$ cat src/mkuf_pkg.sv
// ---------------------------------------------------------------------------
// mkuf_pkg
// Shared widths and reset values for the spanning-tree block and its checker.
// ---------------------------------------------------------------------------
`default_nettype none

package mkuf_pkg;

  localparam int unsigned NODE_COUNT_W   = 5;   // cfg_node_count width
  localparam int unsigned IN_WEIGHT_W    = 16;  // in_weight width
  localparam int unsigned OUT_NODE_W     = 4;   // out_from_node / out_to_node width
  localparam int unsigned OUT_WEIGHT_W   = 16;  // out_edge_weight width
  localparam int unsigned RANK_W         = 3;   // union-by-rank counter width

  localparam logic [NODE_COUNT_W-1:0] NODE_COUNT_RST = 5'd16;

endpackage

`default_nettype wire

$ cat src/mst_kruskal_union_find.sv
// ---------------------------------------------------------------------------
// mst_kruskal_union_find
// Streams in an adjacency matrix, then emits a minimum spanning forest
// (Kruskal order, union-find with path compression and union by rank).
// ---------------------------------------------------------------------------
//
//  channel | signals                                   | flow
//  --------+-------------------------------------------+--------------------------
//  in      | in_valid/in_ready, in_weight              | one matrix entry / request
//  out     | out_valid/out_ready, out_from_node,       | one forest edge / request
//          | out_to_node, out_edge_weight,             |
//          | out_edge_valid, out_last                  |
//  cfg     | cfg_we, cfg_node_count                    | write-only, no wait
//
//  Matrix entries load at one per cycle while in_ready is high. A cfg write
//  drops in_ready while row/column are rederived by a bit-serial divider.
//  After the final entry the run takes, per candidate edge, one full scan
//  of the edge memory through its single read port, plus a union-find walk
//  over every path step. in_ready stays low until the last result sits
//  in the output register. Output stalls only hold the run at a push or at
//  the final result.
//  rst_n is synchronous; union-find entries reset via per-entry valid bits.
// ---------------------------------------------------------------------------
`default_nettype none

module mst_kruskal_union_find #(
  parameter int unsigned MAX_NODES   = 16,
  parameter int unsigned WEIGHT_BITS = 16
) (
  input  wire logic                                 clk,
  input  wire logic                                 rst_n,
  // matrix entries
  input  wire logic                                 in_valid,
  output logic                                      in_ready,
  input  wire logic [mkuf_pkg::IN_WEIGHT_W-1:0]     in_weight,
  // forest edges
  output logic                                      out_valid,
  input  wire logic                                 out_ready,
  output logic [mkuf_pkg::OUT_NODE_W-1:0]           out_from_node,
  output logic [mkuf_pkg::OUT_NODE_W-1:0]           out_to_node,
  output logic [mkuf_pkg::OUT_WEIGHT_W-1:0]         out_edge_weight,
  output logic                                      out_edge_valid,
  output logic                                      out_last,
  // configuration
  input  wire logic                                 cfg_we,
  input  wire logic [mkuf_pkg::NODE_COUNT_W-1:0]    cfg_node_count
);

  localparam int unsigned NCW       = mkuf_pkg::NODE_COUNT_W;
  localparam int unsigned RKW       = mkuf_pkg::RANK_W;
  localparam int unsigned WB        = WEIGHT_BITS;
  // node_count is 5 bits wide, so the usable node count also caps at 31
  localparam int unsigned NMAX      = (MAX_NODES > 31) ? 31 : MAX_NODES;
  localparam int unsigned NW        = $clog2(MAX_NODES);
  localparam int unsigned MAX_EDGES = (MAX_NODES * (MAX_NODES - 1)) / 2;
  localparam int unsigned EI_W      = (MAX_EDGES > 1) ? $clog2(MAX_EDGES) : 1;
  localparam int unsigned EC_W      = $clog2(MAX_EDGES + 1);
  localparam int unsigned LP_W      = $clog2(NMAX * NMAX);
  localparam int unsigned DC_W      = $clog2(LP_W);
  localparam int unsigned SQ_W      = 2 * NCW;
  localparam int unsigned CMP_W     = SQ_W + LP_W + 1;
  localparam int unsigned CNT_W     = $clog2(MAX_NODES);
  localparam int unsigned EM_W      = WB + 2 * NW;

  typedef enum logic [3:0] {
    S_LOAD, S_DIV, S_SCAN, S_FISS, S_FCHK, S_CISS, S_CWR,
    S_JOIN, S_JRANK, S_PUSH, S_FIN
  } state_t;

  typedef struct packed {
    logic [NW-1:0]  parent;
    logic [RKW-1:0] rank;
  } uf_ent_t;

  // ---------------- registers ----------------
  state_t                 state_r, state_nxt;
  logic [NCW-1:0]         ncount_r, ncount_nxt;
  logic [LP_W-1:0]        lp_r, lp_nxt;
  logic [LP_W-1:0]        row_r, row_nxt;
  logic [NCW-1:0]         col_r, col_nxt;
  logic [EC_W-1:0]        ec_r, ec_nxt;
  // divider
  logic [DC_W-1:0]        dcnt_r, dcnt_nxt;
  logic [LP_W-1:0]        dsh_r, dsh_nxt;
  logic [LP_W-1:0]        quo_r, quo_nxt;
  logic [NCW-1:0]         rem_r, rem_nxt;
  // selection scan
  logic [EC_W-1:0]        scan_i_r, scan_i_nxt;
  logic                   dv_r, dv_nxt;
  logic [EI_W-1:0]        didx_r, didx_nxt;
  logic                   first_r, first_nxt;
  logic [WB-1:0]          pw_r, pw_nxt;
  logic [EI_W-1:0]        pidx_r, pidx_nxt;
  logic                   found_r, found_nxt;
  logic [WB-1:0]          bw_r, bw_nxt;
  logic [NW-1:0]          blo_r, blo_nxt;
  logic [NW-1:0]          bhi_r, bhi_nxt;
  logic [EI_W-1:0]        bidx_r, bidx_nxt;
  // union-find walk
  logic [NW-1:0]          cur_r, cur_nxt;
  logic                   which_r, which_nxt;
  logic [NW-1:0]          root_r, root_nxt;
  logic [NW-1:0]          ra_r, ra_nxt;
  logic [RKW-1:0]         rka_r, rka_nxt;
  logic [RKW-1:0]         rkb_r, rkb_nxt;
  logic [MAX_NODES-1:0]   uf_vld_r, uf_vld_nxt;
  // held result and output register
  logic [CNT_W-1:0]       cnt_r, cnt_nxt;
  logic                   pend_v_r, pend_v_nxt;
  logic [NW-1:0]          pend_lo_r, pend_lo_nxt;
  logic [NW-1:0]          pend_hi_r, pend_hi_nxt;
  logic [WB-1:0]          pend_w_r, pend_w_nxt;
  logic                   out_valid_r, out_valid_nxt;
  logic [NW-1:0]          out_lo_r, out_lo_nxt;
  logic [NW-1:0]          out_hi_r, out_hi_nxt;
  logic [WB-1:0]          out_w_r, out_w_nxt;
  logic                   out_ev_r, out_ev_nxt;
  logic                   out_last_r, out_last_nxt;

  // ---------------- memories ----------------
  logic [EM_W-1:0]        edge_mem [MAX_EDGES];
  logic                   em_we;
  logic [EI_W-1:0]        em_waddr, em_raddr;
  logic [EM_W-1:0]        em_wdata, em_q_r;

  uf_ent_t                uf_mem [MAX_NODES];
  logic                   uf_we;
  logic [NW-1:0]          uf_waddr, uf_raddr;
  uf_ent_t                uf_wdata, uf_q_r;
  logic                   uf_qv_r;

  always_ff @(posedge clk) begin
    if (em_we) begin
      edge_mem[em_waddr] <= em_wdata;
    end
    em_q_r <= edge_mem[em_raddr];
  end

  always_ff @(posedge clk) begin
    if (uf_we) begin
      uf_mem[uf_waddr] <= uf_wdata;
    end
    uf_q_r  <= uf_mem[uf_raddr];
    uf_qv_r <= uf_vld_r[uf_raddr];
  end

  // ---------------- datapath helpers ----------------
  logic [NCW-1:0]   neff;
  logic [SQ_W-1:0]  nsq;
  logic [WB-1:0]    w_in;
  logic             in_fire, is_final, keep_edge, slot_free;
  logic [NCW:0]     rem2;
  logic [WB-1:0]    qw;
  logic [NW-1:0]    qlo, qhi;
  logic             cand;
  logic [NW-1:0]    fpar;
  logic [RKW-1:0]   frk;

  // zero counts as one node; above the cap saturates
  always_comb begin
    if (ncount_r == '0) begin
      neff = NCW'(1);
    end else if (ncount_r > NCW'(NMAX)) begin
      neff = NCW'(NMAX);
    end else begin
      neff = ncount_r;
    end
  end

  assign nsq       = SQ_W'(neff) * SQ_W'(neff);
  assign w_in      = WB'(in_weight);
  assign in_ready  = (state_r == S_LOAD) && !cfg_we;
  assign in_fire   = in_valid && in_ready;
  assign is_final  = (CMP_W'(lp_r) + CMP_W'(1)) >= CMP_W'(nsq);
  assign keep_edge = (CMP_W'(col_r) > CMP_W'(row_r)) && (w_in != '0) &&
                     (ec_r < EC_W'(MAX_EDGES));
  assign slot_free = !out_valid_r || out_ready;
  assign rem2      = {rem_r, dsh_r[LP_W-1]};
  assign {qw, qlo, qhi} = em_q_r;
  // stable order: strictly after the previous pick in (weight, index)
  assign cand      = first_r || (qw > pw_r) || ((qw == pw_r) && (didx_r > pidx_r));
  // an entry never written since run start is its own root with rank 0
  assign fpar      = uf_qv_r ? uf_q_r.parent : cur_r;
  assign frk       = uf_qv_r ? uf_q_r.rank : '0;

  assign em_wdata  = {w_in, NW'(row_r), NW'(col_r)};
  assign em_waddr  = ec_r[EI_W-1:0];
  assign em_we     = in_fire && keep_edge;
  assign em_raddr  = scan_i_r[EI_W-1:0];

  always_comb begin
    state_nxt     = state_r;
    ncount_nxt    = cfg_we ? cfg_node_count : ncount_r;
    lp_nxt        = lp_r;
    row_nxt       = row_r;
    col_nxt       = col_r;
    ec_nxt        = ec_r;
    dcnt_nxt      = dcnt_r;
    dsh_nxt       = dsh_r;
    quo_nxt       = quo_r;
    rem_nxt       = rem_r;
    scan_i_nxt    = scan_i_r;
    dv_nxt        = 1'b0;
    didx_nxt      = didx_r;
    first_nxt     = first_r;
    pw_nxt        = pw_r;
    pidx_nxt      = pidx_r;
    found_nxt     = found_r;
    bw_nxt        = bw_r;
    blo_nxt       = blo_r;
    bhi_nxt       = bhi_r;
    bidx_nxt      = bidx_r;
    cur_nxt       = cur_r;
    which_nxt     = which_r;
    root_nxt      = root_r;
    ra_nxt        = ra_r;
    rka_nxt       = rka_r;
    rkb_nxt       = rkb_r;
    uf_vld_nxt    = uf_vld_r;
    cnt_nxt       = cnt_r;
    pend_v_nxt    = pend_v_r;
    pend_lo_nxt   = pend_lo_r;
    pend_hi_nxt   = pend_hi_r;
    pend_w_nxt    = pend_w_r;
    out_valid_nxt = out_valid_r && !out_ready;
    out_lo_nxt    = out_lo_r;
    out_hi_nxt    = out_hi_r;
    out_w_nxt     = out_w_r;
    out_ev_nxt    = out_ev_r;
    out_last_nxt  = out_last_r;
    uf_we         = 1'b0;
    uf_waddr      = cur_r;
    uf_wdata      = '{parent: root_r, rank: frk};
    uf_raddr      = cur_r;

    unique case (state_r)
      S_LOAD: begin
        if (cfg_we) begin
          state_nxt = S_DIV;
          dcnt_nxt  = '0;
          dsh_nxt   = lp_r;
          quo_nxt   = '0;
          rem_nxt   = '0;
        end else if (in_fire) begin
          if (keep_edge) begin
            ec_nxt = ec_r + EC_W'(1);
          end
          if (is_final) begin
            lp_nxt     = '0;
            row_nxt    = '0;
            col_nxt    = '0;
            uf_vld_nxt = '0;
            cnt_nxt    = '0;
            pend_v_nxt = 1'b0;
            first_nxt  = 1'b1;
            found_nxt  = 1'b0;
            scan_i_nxt = '0;
            state_nxt  = S_SCAN;
          end else begin
            lp_nxt = lp_r + LP_W'(1);
            if (col_r + NCW'(1) == neff) begin
              col_nxt = '0;
              row_nxt = row_r + LP_W'(1);
            end else begin
              col_nxt = col_r + NCW'(1);
            end
          end
        end
      end

      // restoring division of load position by the node count
      S_DIV: begin
        if (cfg_we) begin
          dcnt_nxt = '0;
          dsh_nxt  = lp_r;
          quo_nxt  = '0;
          rem_nxt  = '0;
        end else begin
          dsh_nxt = dsh_r << 1;
          if (rem2 >= (NCW+1)'(neff)) begin
            rem_nxt = NCW'(rem2 - (NCW+1)'(neff));
            quo_nxt = {quo_r[LP_W-2:0], 1'b1};
          end else begin
            rem_nxt = NCW'(rem2);
            quo_nxt = {quo_r[LP_W-2:0], 1'b0};
          end
          dcnt_nxt = dcnt_r + DC_W'(1);
          if (dcnt_r == DC_W'(LP_W - 1)) begin
            row_nxt   = quo_nxt;
            col_nxt   = rem_nxt;
            state_nxt = S_LOAD;
          end
        end
      end

      // one read per cycle; pick the smallest (weight, index) after the last pick
      S_SCAN: begin
        if (scan_i_r < ec_r) begin
          scan_i_nxt = scan_i_r + EC_W'(1);
          dv_nxt     = 1'b1;
          didx_nxt   = scan_i_r[EI_W-1:0];
        end
        if (dv_r && cand && (!found_r || (qw < bw_r))) begin
          found_nxt = 1'b1;
          bw_nxt    = qw;
          blo_nxt   = qlo;
          bhi_nxt   = qhi;
          bidx_nxt  = didx_r;
        end
        if ((scan_i_r >= ec_r) && !dv_r) begin
          if (found_r) begin
            first_nxt = 1'b0;
            pw_nxt    = bw_r;
            pidx_nxt  = bidx_r;
            cur_nxt   = blo_r;
            which_nxt = 1'b0;
            state_nxt = S_FISS;
          end else begin
            state_nxt = S_FIN;
          end
        end
      end

      S_FISS: begin
        state_nxt = S_FCHK;
      end

      S_FCHK: begin
        if (fpar == cur_r) begin
          root_nxt = cur_r;
          if (which_r) begin
            rkb_nxt = frk;
            cur_nxt = bhi_r;
          end else begin
            rka_nxt = frk;
            cur_nxt = blo_r;
          end
          state_nxt = S_CISS;
        end else begin
          cur_nxt   = fpar;
          state_nxt = S_FISS;
        end
      end

      // path compression walk
      S_CISS: begin
        if (cur_r == root_r) begin
          if (!which_r) begin
            ra_nxt    = root_r;
            which_nxt = 1'b1;
            cur_nxt   = bhi_r;
            state_nxt = S_FISS;
          end else begin
            state_nxt = S_JOIN;
          end
        end else begin
          state_nxt = S_CWR;
        end
      end

      S_CWR: begin
        uf_we                = 1'b1;
        uf_vld_nxt[cur_r]    = 1'b1;
        cur_nxt              = fpar;
        state_nxt            = S_CISS;
      end

      S_JOIN: begin
        found_nxt  = 1'b0;
        scan_i_nxt = '0;
        if (ra_r == root_r) begin
          state_nxt = S_SCAN;
        end else if (rka_r > rkb_r) begin
          uf_we                = 1'b1;
          uf_waddr             = root_r;
          uf_wdata             = '{parent: ra_r, rank: rkb_r};
          uf_vld_nxt[root_r]   = 1'b1;
          state_nxt            = S_PUSH;
        end else begin
          uf_we                = 1'b1;
          uf_waddr             = ra_r;
          uf_wdata             = '{parent: root_r, rank: rka_r};
          uf_vld_nxt[ra_r]     = 1'b1;
          state_nxt            = (rka_r == rkb_r) ? S_JRANK : S_PUSH;
        end
      end

      S_JRANK: begin
        uf_we              = 1'b1;
        uf_waddr           = root_r;
        uf_wdata           = '{parent: root_r, rank: rkb_r + RKW'(1)};
        uf_vld_nxt[root_r] = 1'b1;
        state_nxt          = S_PUSH;
      end

      // the accepted edge is held until the next one shows it is not last
      S_PUSH: begin
        if (!pend_v_r || slot_free) begin
          if (pend_v_r) begin
            out_valid_nxt = 1'b1;
            out_lo_nxt    = pend_lo_r;
            out_hi_nxt    = pend_hi_r;
            out_w_nxt     = pend_w_r;
            out_ev_nxt    = 1'b1;
            out_last_nxt  = 1'b0;
          end
          pend_v_nxt  = 1'b1;
          pend_lo_nxt = blo_r;
          pend_hi_nxt = bhi_r;
          pend_w_nxt  = bw_r;
          cnt_nxt     = cnt_r + CNT_W'(1);
          state_nxt   = (cnt_nxt == CNT_W'(MAX_NODES - 1)) ? S_FIN : S_SCAN;
        end
      end

      S_FIN: begin
        if (slot_free) begin
          out_valid_nxt = 1'b1;
          out_lo_nxt    = pend_v_r ? pend_lo_r : '0;
          out_hi_nxt    = pend_v_r ? pend_hi_r : '0;
          out_w_nxt     = pend_v_r ? pend_w_r : '0;
          out_ev_nxt    = pend_v_r;
          out_last_nxt  = 1'b1;
          pend_v_nxt    = 1'b0;
          ec_nxt        = '0;
          state_nxt     = S_LOAD;
        end
      end

      default: begin
        state_nxt = S_LOAD;
      end
    endcase

    // walk reads always address the current node
    if (state_r == S_FISS || state_r == S_CISS) begin
      uf_raddr = cur_r;
    end
  end

  always_ff @(posedge clk) begin
    if (!rst_n) begin
      state_r     <= S_LOAD;
      ncount_r    <= mkuf_pkg::NODE_COUNT_RST;
      lp_r        <= '0;
      row_r       <= '0;
      col_r       <= '0;
      ec_r        <= '0;
      dv_r        <= 1'b0;
      uf_vld_r    <= '0;
      cnt_r       <= '0;
      pend_v_r    <= 1'b0;
      out_valid_r <= 1'b0;
    end else begin
      state_r     <= state_nxt;
      ncount_r    <= ncount_nxt;
      lp_r        <= lp_nxt;
      row_r       <= row_nxt;
      col_r       <= col_nxt;
      ec_r        <= ec_nxt;
      dv_r        <= dv_nxt;
      uf_vld_r    <= uf_vld_nxt;
      cnt_r       <= cnt_nxt;
      pend_v_r    <= pend_v_nxt;
      out_valid_r <= out_valid_nxt;
    end
    dcnt_r     <= dcnt_nxt;
    dsh_r      <= dsh_nxt;
    quo_r      <= quo_nxt;
    rem_r      <= rem_nxt;
    scan_i_r   <= scan_i_nxt;
    didx_r     <= didx_nxt;
    first_r    <= first_nxt;
    pw_r       <= pw_nxt;
    pidx_r     <= pidx_nxt;
    found_r    <= found_nxt;
    bw_r       <= bw_nxt;
    blo_r      <= blo_nxt;
    bhi_r      <= bhi_nxt;
    bidx_r     <= bidx_nxt;
    cur_r      <= cur_nxt;
    which_r    <= which_nxt;
    root_r     <= root_nxt;
    ra_r       <= ra_nxt;
    rka_r      <= rka_nxt;
    rkb_r      <= rkb_nxt;
    pend_lo_r  <= pend_lo_nxt;
    pend_hi_r  <= pend_hi_nxt;
    pend_w_r   <= pend_w_nxt;
    out_lo_r   <= out_lo_nxt;
    out_hi_r   <= out_hi_nxt;
    out_w_r    <= out_w_nxt;
    out_ev_r   <= out_ev_nxt;
    out_last_r <= out_last_nxt;
  end

  assign out_valid       = out_valid_r;
  assign out_from_node   = mkuf_pkg::OUT_NODE_W'(out_lo_r);
  assign out_to_node     = mkuf_pkg::OUT_NODE_W'(out_hi_r);
  assign out_edge_weight = mkuf_pkg::OUT_WEIGHT_W'(out_w_r);
  assign out_edge_valid  = out_ev_r;
  assign out_last        = out_last_r;

endmodule

`default_nettype wire

$ cat config.mk
export PLATFORM = sky130hd
export DESIGN_NAME = mst_kruskal_union_find
export DESIGN_NICKNAME = d
export VERILOG_FILES = /design/src/mkuf_pkg.sv /design/src/mst_kruskal_union_find.sv
export SDC_FILE = /design/constraint.sdc
export NUM_CORES = 2
export LEC_CHECK = 0
export BUFFER_PORTS_ARGS = -buffer_cell sky130_fd_sc_hd__buf_2
export CAP_MARGIN = 20
export CORE_ASPECT_RATIO = 1.25
export CORE_MARGIN = 10
export CORE_UTILIZATION = 57
export DETAILED_ROUTE_END_ITERATION = 16
export GPL_TIMING_DRIVEN = 0
export PLACE_DENSITY = 0.72
export SLEW_MARGIN = 10
export SYNTH_ARGS = -nofsm -noshare
export SYNTH_HDL_FRONTEND = slang
export SYNTH_SLANG_ARGS = --single-unit
$ cat constraint.sdc
create_clock -name clk -period 6.2 [get_ports clk]
set_input_delay 1.24 -clock clk [delete_from_list [all_inputs] [get_ports clk]]
set_output_delay 1.24 -clock clk [all_outputs]
set_load 0.03 [all_outputs]
# Yosys cells after proc, flatten, opt, wreduce, memory -nomap -nowiden
# Memory sizes are Yosys's and may differ from the RTL's. A register that Yosys moved wholly into a read port is not among the register bits.
# Cells that the tools add are included.
[op_classes]
n_addsub = 10
mul = 1
n_lt_le_gt_ge = 17
n_eq_ne = 38
mux = 142
bitwise_logic = 5
n_reduce_logical = 62
[op_table]
columns = ["cell", "n"]
rows = [
  ["$mux 16", 9],
  ["$mux 4", 33],
  ["$mux 7", 12],
  ["$mux 8", 9],
  ["$pmux 16 s4", 1],
  ["$mux 5", 11],
  ["$or 16x16->16", 3],
  ["$pmux 4 s11", 1],
  ["$pmux 7 s2", 3],
  ["$reduce_and 5->1", 7],
  ["$mux 1", 34],
  ["$ne 2x2->1 const B", 17],
  ["$pmux 16 s2", 1],
  ["$pmux 4 s2", 4],
  ["$pmux 8 s2", 2],
  ["$pmux 7 s3", 1],
  ["$pmux 5 s2", 2],
  ["$reduce_and 6->1", 3],
  ["$add 8x1->8 const B", 2],
  ["$eq 16x16->1", 1],
  ["$eq 4x3->1 const B", 4],
  ["$eq 4x4->1 const B", 4],
  ["$gt 16x16->1", 1],
  ["$lt 16x16->1", 1],
  ["other kinds (48)", 109],
]
[totals]
reg_bits = 223
ramBits = 2992
inputBits = 26
output_inout_bits = 28
mem_count = 2
[memory_table]
columns = ["memory", "depth", "word_bits", "rd", "rd_ports_with_merged_regs", "wr", "line_no", "rtl"]
rows = [
  ["edge_mem", 120, 24, 1, 1, 1, "mst_kruskal_union_find.sv:121", "logic [EM_W-1:0] edge_mem [MAX_EDGES];"],
  ["uf_mem", 16, 7, 1, 1, 1, "mst_kruskal_union_find.sv:126", "uf_ent_t uf_mem [MAX_NODES];"],
]

# Depth between registers and ports, before layout
[logic_depth]
depth_word = 9
mapped_depth = 23
ltp_nobuf = 20

# Least setup slack after synthesis
# Ideal clock, no wire load.
[synth_timing]
kind = "flip-flop to flip-flop"
from = "register ncount_r[1]"
to = "register scan_i_r[0] (netlist: em_raddr[0]), enable pin"
setup_ns = 0.373
arrival_time_ns = 4.864
t_required_ns = 5.827
path_slack_ns = 0.963
path_stages_with_launch = 23
n_path_buf = 2
cell_sequence = "dfxtp_1 clkbuf_1 nor2b_1 nand2_1 fa_1 fa_1 inv_1 ha_1 clkbuf_1 ha_1 o21a_1 o31ai_1 nand2b_1 a21oi_1 xor2_1 ha_1 o21a_1 o21a_1 o22a_1 and2_1 a21oi_1 or3b_2 a21oi_1"
[synth_between]
elab_chain_len = 7
word_cells_on_any_way = 8
cone_classes = "1 x mul; 2 x order compare; 1 x eq/ne; 2 x mux; 2 x reduce/logical"
[synth_lines]
columns = ["element", "line_no", "rtl"]
rows = [
  ["from (decl)", "mst_kruskal_union_find.sv:77", "logic [NCW-1:0] ncount_r, ncount_nxt;"],
  ["from (signal assigned)", "mst_kruskal_union_find.sv:444", "ncount_r <= mkuf_pkg::NODE_COUNT_RST;"],
  ["from (signal assigned)", "mst_kruskal_union_find.sv:456", "ncount_r <= ncount_nxt;"],
  ["$gt 5x5->1", "mst_kruskal_union_find.sv:163", "end else if (ncount_r > NCW'(NMAX)) begin"],
  ["$mux 5", "mst_kruskal_union_find.sv:163", ""],
  ["$mux 5 *", "mst_kruskal_union_find.sv:161", "if (ncount_r == '0) begin"],
  ["$mul 5x5->10 *", "mst_kruskal_union_find.sv:170", "assign nsq = SQ_W'(neff) * SQ_W'(neff);"],
  ["$ge 9x10->1 *", "mst_kruskal_union_find.sv:174", "assign is_final = (CMP_W'(lp_r) + CMP_W'(1)) >= CMP_W'(nsq);"],
  ["$ne 2x2->1 (no line) *", "--", ""],
  ["$reduce_and 5->1 (no line) *", "--", ""],
  ["to (signal assigned)", "mst_kruskal_union_find.sv:471", "scan_i_r <= scan_i_nxt;"],
  ["to (decl)", "mst_kruskal_union_find.sv:88", "logic [EC_W-1:0] scan_i_r, scan_i_nxt;"],
]
# Every way passes the cells marked *; elsewhere a longest branch is shown, timed or not.
# A chain may end at the register's enable or synchronous reset.

==> insert_results.sql <==
INSERT INTO impl_metrics (metric_group, metric, value, unit) VALUES
('status', 'outcome', 'finished, final reports clean', ''),
('sta', 'fin_skew', '0.0711', 'ns'),
('global_route', 'globalRouteMet3Util', '11.4', '%'),
('cells_and_area', 'nets', '6600', ''),
('sta', 'worst_pin_slew', '1.45', 'ns'),
('synth', 'yosys.area.top_type_share', '74.3', '%'),
('global_route', 'grt_start_max_net_pins', '102', ''),
('power', 'fin_total_pwr', '64.5', 'mW'),
('synth', 'synth_cell_types', '87', ''),
('synth', 'mappedNetlistArea', '127000', 'um^2'),
('cells_and_area', 'signed_area_change_from_the_synthesized_netlist_to_the_final_layout', '14.8', '%'),
('synth', 'synth-main-ff-cell', 'edfxtp_1', ''),
('worst_setup_path', 'arrival', '6.76', 'ns'),
('placement', 'io_buffers', '53', ''),
('route', 'drt_pass1_iterations', '8', ''),
('synth', 'yosys.cell_count.top_type', 'edfxtp_1', ''),
('global_route', 'grt_overflow_total', '0', ''),
('worst_setup_path', 'regToRegEndpoint', 'em_q_r[0]$_DFF_P_', ''),
('floorplan', 'floorplan.initialDensity', '57.1', '%'),
('worst_setup_path', 'crit_type', 'reg2reg', ''),
('global_route', 'most_crowded_layer_gr', 'met2', ''),
('sta', 'finalWorstPathRequiredPeriod', '6.10', 'ns'),
('global_route', 'grt_util_all_layers', '33.2', '%'),
('floorplan', 'floorplan.io_pins', '54', ''),
('sta', 'setup_ws', '0.0986', 'ns'),
('floorplan', 'core.rowCount', '194', ''),
('synth', 'async_set_or_reset_register_ratio_after_synthesis', '0', '%'),
('power', 'ir_worst_vdd', '0.000305', 'V'),
('cells_and_area', 'utilization', '65.6', '%'),
('floorplan', 'die-area', '243000', 'um^2'),
('worst_setup_path', 'reg2regPathDepth', '10', ''),
('synth', 'synth_edf_count', '3154', ''),
('cells_and_area', 'post_layout_nonfiller_instances', '9676', ''),
('sta', 'final-setup-viol-count', '0', ''),
('sta', 'final-max-slew-violation-count', '0', ''),
('synth', 'yosys-top-cells-area', 'edfxtp_1, mux4_2, dfxtp_1', ''),
('cts', 'clk_latency', '0.90', 'ns'),
('sta', 'rsz_0062_raised_after_global_routing', 'no', ''),
('synth', 'syn-instance-count', '5918', ''),
('floorplan', 'die_h', '549', 'um'),
('min_path', 'worstHoldPathCells', '0', ''),
('route', 'postRouteWirelength', '406', 'mm'),
('min_path', 'whs_endpoint', 'bhi_r[2]$_DFFE_PP_', ''),
('power', 'power.density_cell_area', '441', 'nW/um^2'),
('sta', 'hold_viol_final', '0', ''),
('synth', 'synth_seq_area_share', '75.7', '%'),
('cts', 'cts.path.max_buffers', '4', ''),
('route', 'route.detailed.drc', '0', ''),
('worst_setup_path', 'setup.worst_path.start_class', 'register', ''),
('sta', 'relSlewSlack', '3.53', '%'),
('synth', 'postSynthAreaPerCell', '21.5', 'um^2'),
('floorplan', 'fp.coreArea', '223000', 'um^2'),
('route', 'detailroute.via_count', '69200', ''),
('sta', 'timing.final.crit_share', '98.4', '%'),
('worst_setup_path', 'cp_data_required_time', '6.86', 'ns'),
('cts', 'clk_pin_slew', '0.07', 'ns'),
('worst_setup_path', 'worst-path-max-fanout', '10', ''),
('floorplan', 'floorplan.die.width', '443', 'um'),
('placement', 'gp_congestion', '1.04', ''),
('cells_and_area', 'postLayoutCellArea', '146000', 'um^2'),
('global_route', 'grt_pass1_vias', '68100', ''),
('synth', 'synth.largest_area_cell', 'edfxtp_1', ''),
('worst_setup_path', 'worst_path_largest_cell_delay', '1.10', 'ns'),
('worst_setup_path', 'timing.rr.start', 'em_raddr[1]$_SDFFCE_PN0P_', ''),
('global_route', 'grt_use_met1', '40.5', '%'),
('cts', 'clock_tree.htree_level_count', '5', ''),
('cts', 'root_buffer', 'clkbuf_16', ''),
('route', 'antenna_violating_nets_post_route', '0', ''),
('worst_setup_path', 'path_common_cell', 'buf_2', ''),
('placement', 'post-place-ws', '-0.400', 'ns'),
('placement', 'postPlaceCellArea', '137000', 'um^2');
## placed cells by master, fill, tap and decap left out, types with 19 or more instances in the layout
cell	instances
nand2b_1	23
mux4_2	885
nor2_1	150
edfxtp_1	3154
nand3_1	56
dfxtp_1	84
nand2_1	148
buf_16	77
buf_1	30
ha_1	85
bufinv_16	19
clkbuf_16	314
inv_1	86
o221ai_1	22
and2_1	19
mux2i_1	106
a31oi_1	34
buf_12	78
mux2_2	40
nor2b_1	57
a21oi_1	101
a22oi_1	19
o21ai_0	60
xor2_1	25
clkinv_2	45
buf_6	22
buf_8	25
buf_2	128
nor3_1	33
clkbuf_1	188
nor2_4	121
clkinv_1	72
buf_4	63
o21a_1	19
## metrics by stage
stage	setup TNS, ns	hold WS [ns]
after floorplan	0	0.386
after global placement	-	0.391
after detailed placement	-2.80	0.398
after CTS	0	0.406
after global routing	0	0.415
final	0	0.401
## metal layers
layer | wire length, um | up-vias
met4 | 32700 | 14
met5 | 218 | -
met3 | 58700 | 1466
met2 | 187000 | 5998
li1 | - | 26000
met1 | 127000 | 35700
## power breakdown
group | internal (mW) | switching [mW] | total [mW]
Combinational | 7.68 | 13.3 | 21.0
Sequential | 24.8 | 0.474 | 25.3
Clock | 10.1 | 8.13 | 18.3
Total | 42.6 | 21.9 | 64.5
## worst reg2reg max path, delay by kind of cell (launching register included)
family	cells	cell delay, ns
DFF	1	0.61
AOI/OAI and AO/OA	2	1.45
muxes	2	0.75
and+or+nand+nor	1	0.27
buffers and inverters	5	2.82
## how the worst max path moves through the flow
stage / startpoint / end / slack [ns]
floorplan: ncount_r[1]$_SDFFE_PN0P_ / em_raddr[0]$_SDFFCE_PN0P_ / 0.96
global placement: col_r[0]$_SDFFE_PN0P_ / edge_mem[77][13]$_DFFE_PP_ / -4.01
detailed placement: ncount_r[1]$_SDFFE_PN0P_ / em_raddr[3]$_SDFFCE_PN0P_ / -0.40
CTS: ncount_r[1]$_SDFFE_PN0P_ / em_raddr[5]$_SDFFCE_PN0P_ / 0.04
global route: ncount_r[1]$_SDFFE_PN0P_ / em_raddr[5]$_SDFFCE_PN0P_ / 0.03
finish: em_raddr[1]$_SDFFCE_PN0P_ / em_q_r[0]$_DFF_P_ / 0.1
## repair_timing
item | 4_1_cts | 5_1_grt
gates resized for setup | 2 | 5
setup endpoints to repair | 7 | 36
hold buffers | 0 | 0
## kinds of logic after synthesis
group                    count (synthesis)  share of synthesized area, %
AO/OA/AOI/OAI                          421                          2.25
adder cells (fa/ha/maj)                 90                         0.905
flip-flops                            3246                          75.7
other                                    2                       0.00589
XOR/XNOR                                42                         0.299
AND/OR/NAND/NOR                        694                          2.59
buffers and inverters                  392                          1.38
multiplexers                          1031                          16.8
## sequential cells by signal, indices dropped and copies added, names as in the netlist, 8 cells and up
| signal | count |
|---|---|
| pend_w_r | 16 |
| uf_vld_r | 16 |
| dsh_r | 8 |
| out_edge_weight | 16 |
| lp_r | 8 |
| em_q_r | 24 |
| pw_r | 16 |
| edge_mem | 2880 |
| bw_r | 16 |
| row_r | 8 |
| uf_mem | 112 |
## final cells by class
type | count | area (um^2)
fill | 13900 | 76800
multi-input combinational | 2281 | 30100
inverter | 89 | 334
tap | 2940 | 3680
clock buffer | 378 | 8120
timing repair buffer | 259 | 4610
antenna | 16 | 40.0
buffer | 302 | 1450
clock inverter | 165 | 1380
sequential | 3246 | 96600
Note: power is estimated with default switching activity, not from simulation.
